<file path="config.mk">
export PLATFORM = sky130hd
export DESIGN_NAME = kbfe_ctrl
export DESIGN_NICKNAME = d
export VERILOG_FILES = /design/src/rtl/core/kbfe_pkg.sv /design/src/rtl/core/kbfe_ctrl.sv
export SDC_FILE = /design/constraint.sdc
export NUM_CORES = 1
export LEC_CHECK = 0
export BUFFER_PORTS_ARGS = -buffer_cell sky130_fd_sc_hd__buf_2
export CAP_MARGIN = 5
export CORE_UTILIZATION = 53
export DETAILED_ROUTE_END_ITERATION = 10
export GPL_ROUTABILITY_DRIVEN = 0
export PLACE_DENSITY_LB_ADDON = 0.25
export SYNTH_ARGS = -nofsm -noshare
export SYNTH_HDL_FRONTEND = slang
export SYNTH_SLANG_ARGS = --single-unit
</file>
<file path="constraint.sdc">
create_clock -name i_clk -period 3.2 [get_ports i_clk]
set_input_delay 0.16 -clock i_clk [delete_from_list [all_inputs] [get_ports i_clk]]
set_output_delay 0.16 -clock i_clk [all_outputs]
set_load 0.01 [all_outputs]
</file>
<file path="src/rtl/core/kbfe_pkg.sv">
// Package for the separable basis field evaluator.
// Holds sizes, function codes, state encoding and controller/datapath command types.
package kbfe_pkg;
    localparam int MAX_SIZE   = 64;
    localparam int MAX_ORDER  = 16;
    localparam int ROW_W      = $clog2(MAX_SIZE);
    localparam int ORD_W      = $clog2(MAX_ORDER);
    localparam int BASIS_DEPTH = MAX_SIZE * MAX_ORDER;
    localparam int COEF_DEPTH  = MAX_ORDER * MAX_ORDER * MAX_ORDER;
    localparam int BA_W       = $clog2(BASIS_DEPTH);
    localparam int CA_W       = $clog2(COEF_DEPTH);
    localparam int CNT_W      = ORD_W + 1;

    localparam logic [2:0] FUNC_LOAD_X = 3'd0;
    localparam logic [2:0] FUNC_LOAD_Y = 3'd1;
    localparam logic [2:0] FUNC_LOAD_Z = 3'd2;
    localparam logic [2:0] FUNC_LOAD_C = 3'd3;
    localparam logic [2:0] FUNC_EVAL   = 3'd4;

    localparam logic [1:0] CFG_ORDER_X = 2'd0;
    localparam logic [1:0] CFG_ORDER_Y = 2'd1;
    localparam logic [1:0] CFG_ORDER_Z = 2'd2;

    typedef enum logic [2:0] {
        ST_IDLE, ST_ISSUE, ST_DRAIN, ST_FINISH, ST_OUT
    } t_state;

    // controller to datapath
    typedef struct packed {
        logic           clear;      // start of evaluation
        logic           rd;         // issue a read of one triple
        logic [ORD_W-1:0] i;
        logic [ORD_W-1:0] j;
        logic [ORD_W-1:0] k;
        logic [CA_W-1:0]  caddr;
        logic           finish;     // saturate sum into output register
        logic           zero;       // give a zero result
    } t_cmd;

    // datapath to controller
    typedef struct packed {
        logic busy;                 // pipeline still holds terms
    } t_status;

    function automatic logic signed [31:0] sat32(input logic signed [63:0] v,
                                                 output logic clip);
        clip = 1'b0;
        if (v > 64'sd2147483647) begin
            clip = 1'b1;
            return 32'sh7fffffff;
        end
        if (v < -64'sd2147483648) begin
            clip = 1'b1;
            return 32'sh80000000;
        end
        return v[31:0];
    endfunction
endpackage

</file>
<file path="src/rtl/core/kbfe_ctrl.sv">
// Controller: request handshake, loop counters over (k, j, i), result handshake.
// Depends on kbfe_pkg.
module kbfe_ctrl import kbfe_pkg::*; (
    input  logic                 i_clk,
    input  logic                 i_rst_n,
    input  logic                 i_start,
    input  logic                 i_oob,
    input  logic [CNT_W-1:0]     i_ox,
    input  logic [CNT_W-1:0]     i_oy,
    input  logic [CNT_W-1:0]     i_oz,
    input  t_status              i_status,
    input  logic                 i_out_ready,
    output logic                 o_idle,
    output logic                 o_out_valid,
    output t_cmd                 o_cmd
);
    t_state r_state, n_state;
    logic [CNT_W-1:0] r_i, n_i, r_j, n_j, r_k, n_k;
    logic [CA_W-1:0]  r_ca, n_ca;

    always_ff @(posedge i_clk) begin
        if (!i_rst_n) begin
            r_state <= ST_IDLE;
            r_i <= '0; r_j <= '0; r_k <= '0; r_ca <= '0;
        end else begin
            r_state <= n_state;
            r_i <= n_i; r_j <= n_j; r_k <= n_k; r_ca <= n_ca;
        end
    end

    always_comb begin
        n_state = r_state;
        n_i = r_i; n_j = r_j; n_k = r_k; n_ca = r_ca;
        o_cmd = '0;
        o_cmd.i = r_i[ORD_W-1:0];
        o_cmd.j = r_j[ORD_W-1:0];
        o_cmd.k = r_k[ORD_W-1:0];
        o_cmd.caddr = r_ca;
        o_idle = 1'b0;
        o_out_valid = 1'b0;
        case (r_state)
            ST_IDLE: begin
                o_idle = 1'b1;
                if (i_start) begin
                    o_cmd.clear = 1'b1;
                    n_i = '0; n_j = '0; n_k = '0; n_ca = '0;
                    if (i_oob || i_ox == '0 || i_oy == '0 || i_oz == '0) begin
                        o_cmd.zero = 1'b1;
                        n_state = ST_OUT;
                    end else begin
                        n_state = ST_ISSUE;
                    end
                end
            end
            ST_ISSUE: begin
                o_cmd.rd = 1'b1;
                n_ca = r_ca + CA_W'(1);
                if (r_i + CNT_W'(1) < i_ox) begin
                    n_i = r_i + CNT_W'(1);
                end else begin
                    n_i = '0;
                    if (r_j + CNT_W'(1) < i_oy) begin
                        n_j = r_j + CNT_W'(1);
                    end else begin
                        n_j = '0;
                        if (r_k + CNT_W'(1) < i_oz) begin
                            n_k = r_k + CNT_W'(1);
                        end else begin
                            n_state = ST_DRAIN;
                        end
                    end
                end
            end
            ST_DRAIN: begin
                if (!i_status.busy) n_state = ST_FINISH;
            end
            ST_FINISH: begin
                o_cmd.finish = 1'b1;
                n_state = ST_OUT;
            end
            ST_OUT: begin
                o_out_valid = 1'b1;
                if (i_out_ready) n_state = ST_IDLE;
            end
            default: n_state = ST_IDLE;
        endcase
    end
endmodule

</file>
==> Yosys cells after proc, flatten, opt, wreduce, memory -nomap -nowiden <==
Index checks and enable logic that the tools add are counted.
{ "totals": {"register_bits": 30, "out_inout_bits": 30, "elab_cells": 64} }
{ "classes": {"add_sub_neg": 4, "magnitude_cmp": 3, "n_eq_ne": 11, "n_mux": 29, "reduce_logical": 12} }
{ "ops": {"columns": ["op", "n"], "rows": [
  ["5-bit 2-to-1 mux", 7],
  ["5-bit one-hot mux with 2 select lines", 3],
  ["12-bit one-hot mux with 2 select lines", 1],
  ["3-bit 2-to-1 mux", 7],
  ["5-bit by 1-bit adder with 5-bit output, second input constant", 3],
  ["5-bit logical NOT", 3],
  ["5-bit < comparator", 3],
  ["3-bit one-hot mux with 5 select lines", 1],
  ["2-bit != test, second input constant", 7],
  ["12-bit by 1-bit adder with 12-bit output, second input constant", 1],
  ["12-bit 2-to-1 mux", 1],
  ["1-bit 2-to-1 mux", 9],
  ["3-bit by 2-bit == test with 1-bit output, second input constant", 2],
  ["6-bit AND reduction", 1],
  ["5-bit AND reduction", 1],
  ["3-bit by 1-bit == test with 1-bit output, second input constant", 1],
  ["3-bit == test, second input constant", 1],
  ["3-bit logical NOT", 1],
  ["1-bit logical OR", 3],
  ["3-bit AND reduction", 1],
  ["2-bit AND reduction", 1],
  ["2-bit nonzero test", 1]
]} }

==> Longest topological paths before layout <==
{ "depth": {"word_depth": 7, "ltp_mapped": 10, "depth_no_buf": 9} }

==> Worst setup path before layout <==
OpenSTA, ideal clock, no wires.
{ "synth_timing": {"kind": "reg-to-reg", "start": "register r_i[0]", "end": "register r_state[0]", "setup_ps": 59, "arrival_ps": 2470, "required_ps": 3141, "slack_ps": 672, "stages_incl_launch_ff": 10, "n_path_buf": 0, "period_less_slack_ps": 2528, "cell_sequence": "dfxtp_1 > ha_1 > nor2b_1 > or2_2 > ha_1 > or3_1 > o22a_1 > a211oi_4 > nand4bb_1 > o211a_1"} }
{ "synth_between": {"elab_chain_len": 4} }
{ "synth_rtl": {"columns": ["item", "line_no", "source"], "rows": [
  ["start, declared", "kbfe_ctrl.sv:18", "logic [CNT_W-1:0] r_i, n_i, r_j, n_j, r_k, n_k;"],
  ["start signal, assigned", "kbfe_ctrl.sv:27", "r_i <= n_i; r_j <= n_j; r_k <= n_k; r_ca <= n_ca;"],
  ["5-bit by 1-bit adder with 5-bit output", "kbfe_ctrl.sv:58", "if (r_i + CNT_W'(1) < i_ox) begin"],
  ["5-bit < comparator", "kbfe_ctrl.sv:58", null],
  ["2-bit != test (no source line)", null, null],
  ["6-bit AND reduction (no source line)", null, null],
  ["end signal, assigned", "kbfe_ctrl.sv:26", "r_state <= n_state;"],
  ["end, declared", "kbfe_ctrl.sv:17", "t_state r_state, n_state;"]
]} }
Every way passes these cells.
A chain may end at the register's enable or synchronous reset.

==> Worst setup path after layout <==
{ "layout_timing": {"start": "register r_i[0]", "end": "register r_state[1]"} }
Same word-level chain as after synthesis.

==> reports/results.md <==
| Group | Metric | Value |
|:---|:---|:---|
| outcome | Result of the run | completed |
| clock tree | Max Buffers Root-to-Sink | 2 |
| logic synthesis | Main combinational cell family by area after synthesis | simple AND/OR/NAND/NOR gates |
| logic synthesis | Synth Instances | 253 |
| cells and area | Number of fill cells | 326 |
| clock tree | TritonCTS clock tree | done |
| timing | Count of endpoints failing hold in the final timing report | 0 |
| timing | Minimum period implied by the final worst setup slack | 2.74 ns |
| critical path | Data arrival time of the critical path | 2.88 ns |
| critical path | Longest individual stage delay on the worst path | 0.47 ns |
| clock tree | Number of CTS-inserted buffers | 5 |
| power and ir drop | Total power divided by cell area | 704 nW/µm² |
| route | Total wirelength of the detailed-routed design | 4450 µm |
| cells and area | Finished layout cell area | 2400 µm² |
| cells and area | Fraction of layout instances using a drive strength above 1 | 23.0% |
| grt | Total grt overflow | 0 |
| logic synthesis | Count of cell types in the netlist | 50 |
| clock tree | Post-CTS repair timing setup buffer count | 0 |
| cells and area | Core occupancy in the finished layout | 64.6% |
| logic synthesis | Synthesized Nets | 290 |
| floorplan | Initial core utilization | 56.0% |
| logic synthesis | Largest area contributor in the netlist | dfxtp_1 |
| timing | Clk_skew | 0.00736 ns |
| cells and area | Commonest non-fill, non-tap cell in the layout | buf_2 |
| logic synthesis | Top_reg_cell synth | dfxtp_1 |
| logic synthesis | Share of flip-flops with an asynchronous set or reset after synthesis | 0% |
| timing | Total negative slack for setup checks | 0 ns |
| route | 1st-iter DRT viols | 116 |
| timing | Upper clock frequency limit | 365 MHz |
| critical path | R2R cell count | 9 |
| grt | GR Util met2 | 35.3% |
| placement | Number of buffer cells added on primary ports | 50 |
| critical path | Kind of critical path | register to register |
| grt | Initial antenna violation count | 0 |
| timing | Part of the cycle the worst path needs | 85.6% |
| logic synthesis | Total of warnings raised by yosys | 0 |
| logic synthesis | Post-synth top area share | 28.9% |
| logic synthesis | Sequential cell area fraction in the yosys report | 28.9% |
| timing | Slew @ Worst Pin | 0.708 ns |
| critical path | Most frequent CP cell | ha_1 |
| timing | Hold WS | 0.176 ns |
| floorplan | Standard-cell rows | 22 |
| placement | Cell area reported after detailed placement | 2260 µm² |
| clock tree | Maximum level of the CTS H-tree | 2 |
| power and ir drop | Total power after layout | 1.69 mW |
| logic synthesis | Mapped Area | 2080 µm² |
| critical path | Critical path peak fanout | 8 |
| grt | Global-route total usage across every layer | 23.1% |
| worst hold path | Worst hold path depth | 4 |
| logic synthesis | Xor and xnor fraction of the mapped netlist area | 3.79% |
| flow run | Max-cap check violation count | 0 |
| power and ir drop | Worst voltage drop across the vdd grid | 0.543 mV |
| cells and area | Multi-input logic area | 1260 µm² |
| logic synthesis | Leading post-synthesis cells by cell area | dfxtp_1, ha_1, nand3_1, buf_4, a21oi_1 |
| clock tree | Buffer cell driving the clock tree root | clkbuf_8 |
| route | Number of nets with antenna violations after routing | 0 |
| grt | Wire length of the first global-routing pass | 7560 µm |
| critical path | List of cells traversed by the critical path | ha_1 > nor2b_1 > or2_2 > ha_1 > or3_1 > o22a_1 > a211oi_4 > nand4bb_1 > o32ai_1 |
| route | Detail-routed net length per standard cell | 13.1 µm |
| route | DRC violations left | 0 |
| clock tree | Clock-pin slew on the worst setup and hold paths | 0.06 ns |
| clock tree | Number of sinks on the clock net | 30 |
| timing | Total setup violations reported at the end of the flow | 0 |
| critical path | Data required time at the worst endpoint | 3.35 ns |
| worst hold path | Classification of the worst-slack hold path | input pin to register |
| timing | Worst slew slack as a fraction of its limit | 52.8% |
| logic synthesis | Fraction of synthesized area in multiplexers | 3.37% |
| floorplan | Number of placed I/O pins | 51 |
| placement | HPWL after detailed placement | 3270 µm |
| critical path | Endpoint kind of the worst setup timing path | register |
| timing | Fin. max-slew vios | 0 |
| grt | Busiest layer in global routing | met2 |
| grt | Pin count of the biggest net entering global routing | 24 |
| clock tree | Number of hold-repair buffers added at the cts stage | 0 |
| clock tree | Clock latency on the worst-skew pair | 0.29 ns |
| grt | Met1 Track Usage GR | 32.1% |
| logic synthesis | Number of synthesized flops with an enable pin | 0 |
| power and ir drop | Leakage power total | 1.13 nW |
| clock tree | Gates resized, CTS repair | 0 |
| logic synthesis | Number of synthesized register bits | 30 |
| cells and area | Area grow syn2layout | 15.3% |
| cells and area | N_diodes | 0 |
| logic synthesis | Post-Synth Adder-Cell Area | 9.62% |
| grt | Met3 usage in global routing | 4.23% |
| route | Router iterations before antenna repair | 4 |
| floorplan | Horizontal die dimension | 64.7 µm |
| logic synthesis | Average cell area after synthesis | 8.22 µm² |
| route | Number of vias after detailed routing | 1885 |
| logic synthesis | Basic-gate share of the synthesized area counting and, or, nand and nor cells | 23.5% |
| cells and area | Post-layout nets | 327 |
| critical path | Slowest cell on the critical path | a211oi_4 |
| grt | Number of global-route vias before repair | 1631 |
| route | Drt via density | 5.56 |
| timing | Unrepaired setup endpoints after global routing | no |
| critical path | Nature of the critical path startpoint | register |
| cells and area | Register cell area after layout | 601 µm² |
| floorplan | Area of the core | 3720 µm² |
| floorplan | Die height | 64.7 µm |
| floorplan | Area enclosed by the die boundary | 4180 µm² |
| logic synthesis | Area fraction in compound gates after synthesis | 20.3% |
| cells and area | Commonest cells after routing, fill and taps aside | buf_2, dfxtp_1, nor2_1, nand2_1, nand3_1 |
==> synth_stat cells (3+ instances only) <==
library cell and instances:
nand3b_1 3, mux2i_1 7, nor2b_1 3, nor3_1 3
nand3_1 19, buf_4 12, ha_1 16, inv_1 17
a22oi_1 3, buf_6 3, dfxtp_1 30, nor2_1 22
or4_1 4, a21oi_1 17, or3_1 4, nand2b_1 4
xor2_1 3, nand2_1 20, and3_1 4, a211oi_4 4
o21a_1 3, xnor2_1 6, o21ai_0 6, clkbuf_1 6
==> stage by stage <==
| step | setup slack (ns) | std cells |
|---|---|---|
| final | 0.462 | 339 |
| after global routing | 0.327 | 339 |
| after CTS | 0.455 | 339 |
| after detailed placement | 0.466 | 331 |
| after global placement | 0.533 | 331 |
| after floorplan | 0.672 | 253 |
==> critical path, delay by kind of cell, from the launching register on <==
family | cells | cell delay, ns
flip-flops | 1 | 0.35
AO/OA/AOI/OAI | 3 | 0.81
AND/OR/NAND/NOR | 4 | 1.03
adder cells (fa/ha/maj) | 2 | 0.43
==> layer usage <==
layer / vias to the layer above / routed length (µm)
li1: 964 / -
met1: 858 / 2160
met2: 56 / 1970
met3: 7 / 246
met4: 0 / 68
met5: - / 0
==> report_power, final <==
group	leakage (nW)	total, mW	internal, mW	switching, mW
clock	0.0714	0.481	0.332	0.149
combinational	0.818	0.726	0.303	0.423
sequential	0.242	0.482	0.413	0.0694
==> logic make-up after synthesis <==
group                    after synthesis
AND/OR/NAND/NOR                       95
AO/OA/AOI/OAI                         56
buffers and inverters                 40
flip-flops                            30
adder cells (fa/ha/maj)               16
XOR/XNOR                               9
multiplexers                           7
==> state kept, by name (all words and copies together), names as in the netlist <==
name / flops
r_i: 5
r_j: 5
r_state: 3
r_ca: 12
r_k: 5
==> final timing paths <==
kind | startpoint | end | slack [ns]
max | r_i[0] | r_state[1] | 0.46
min | i_out_ready | r_state[2] | 0.18
max reg2reg | r_i[0] | r_state[1] | 0.46
min reg2reg | r_k[4] | r_k[4] | 0.49
==> final cells by class <==
type	count	area share [%]
flip-flops and latches	30	25.0
inverters	17	2.66
repair buffers	53	11.4
multi-input cells	183	52.5
clock buffers	6	3.44
clock inverters	2	2.50
well taps	48	2.50
Power figures use the tool's default switching activity.
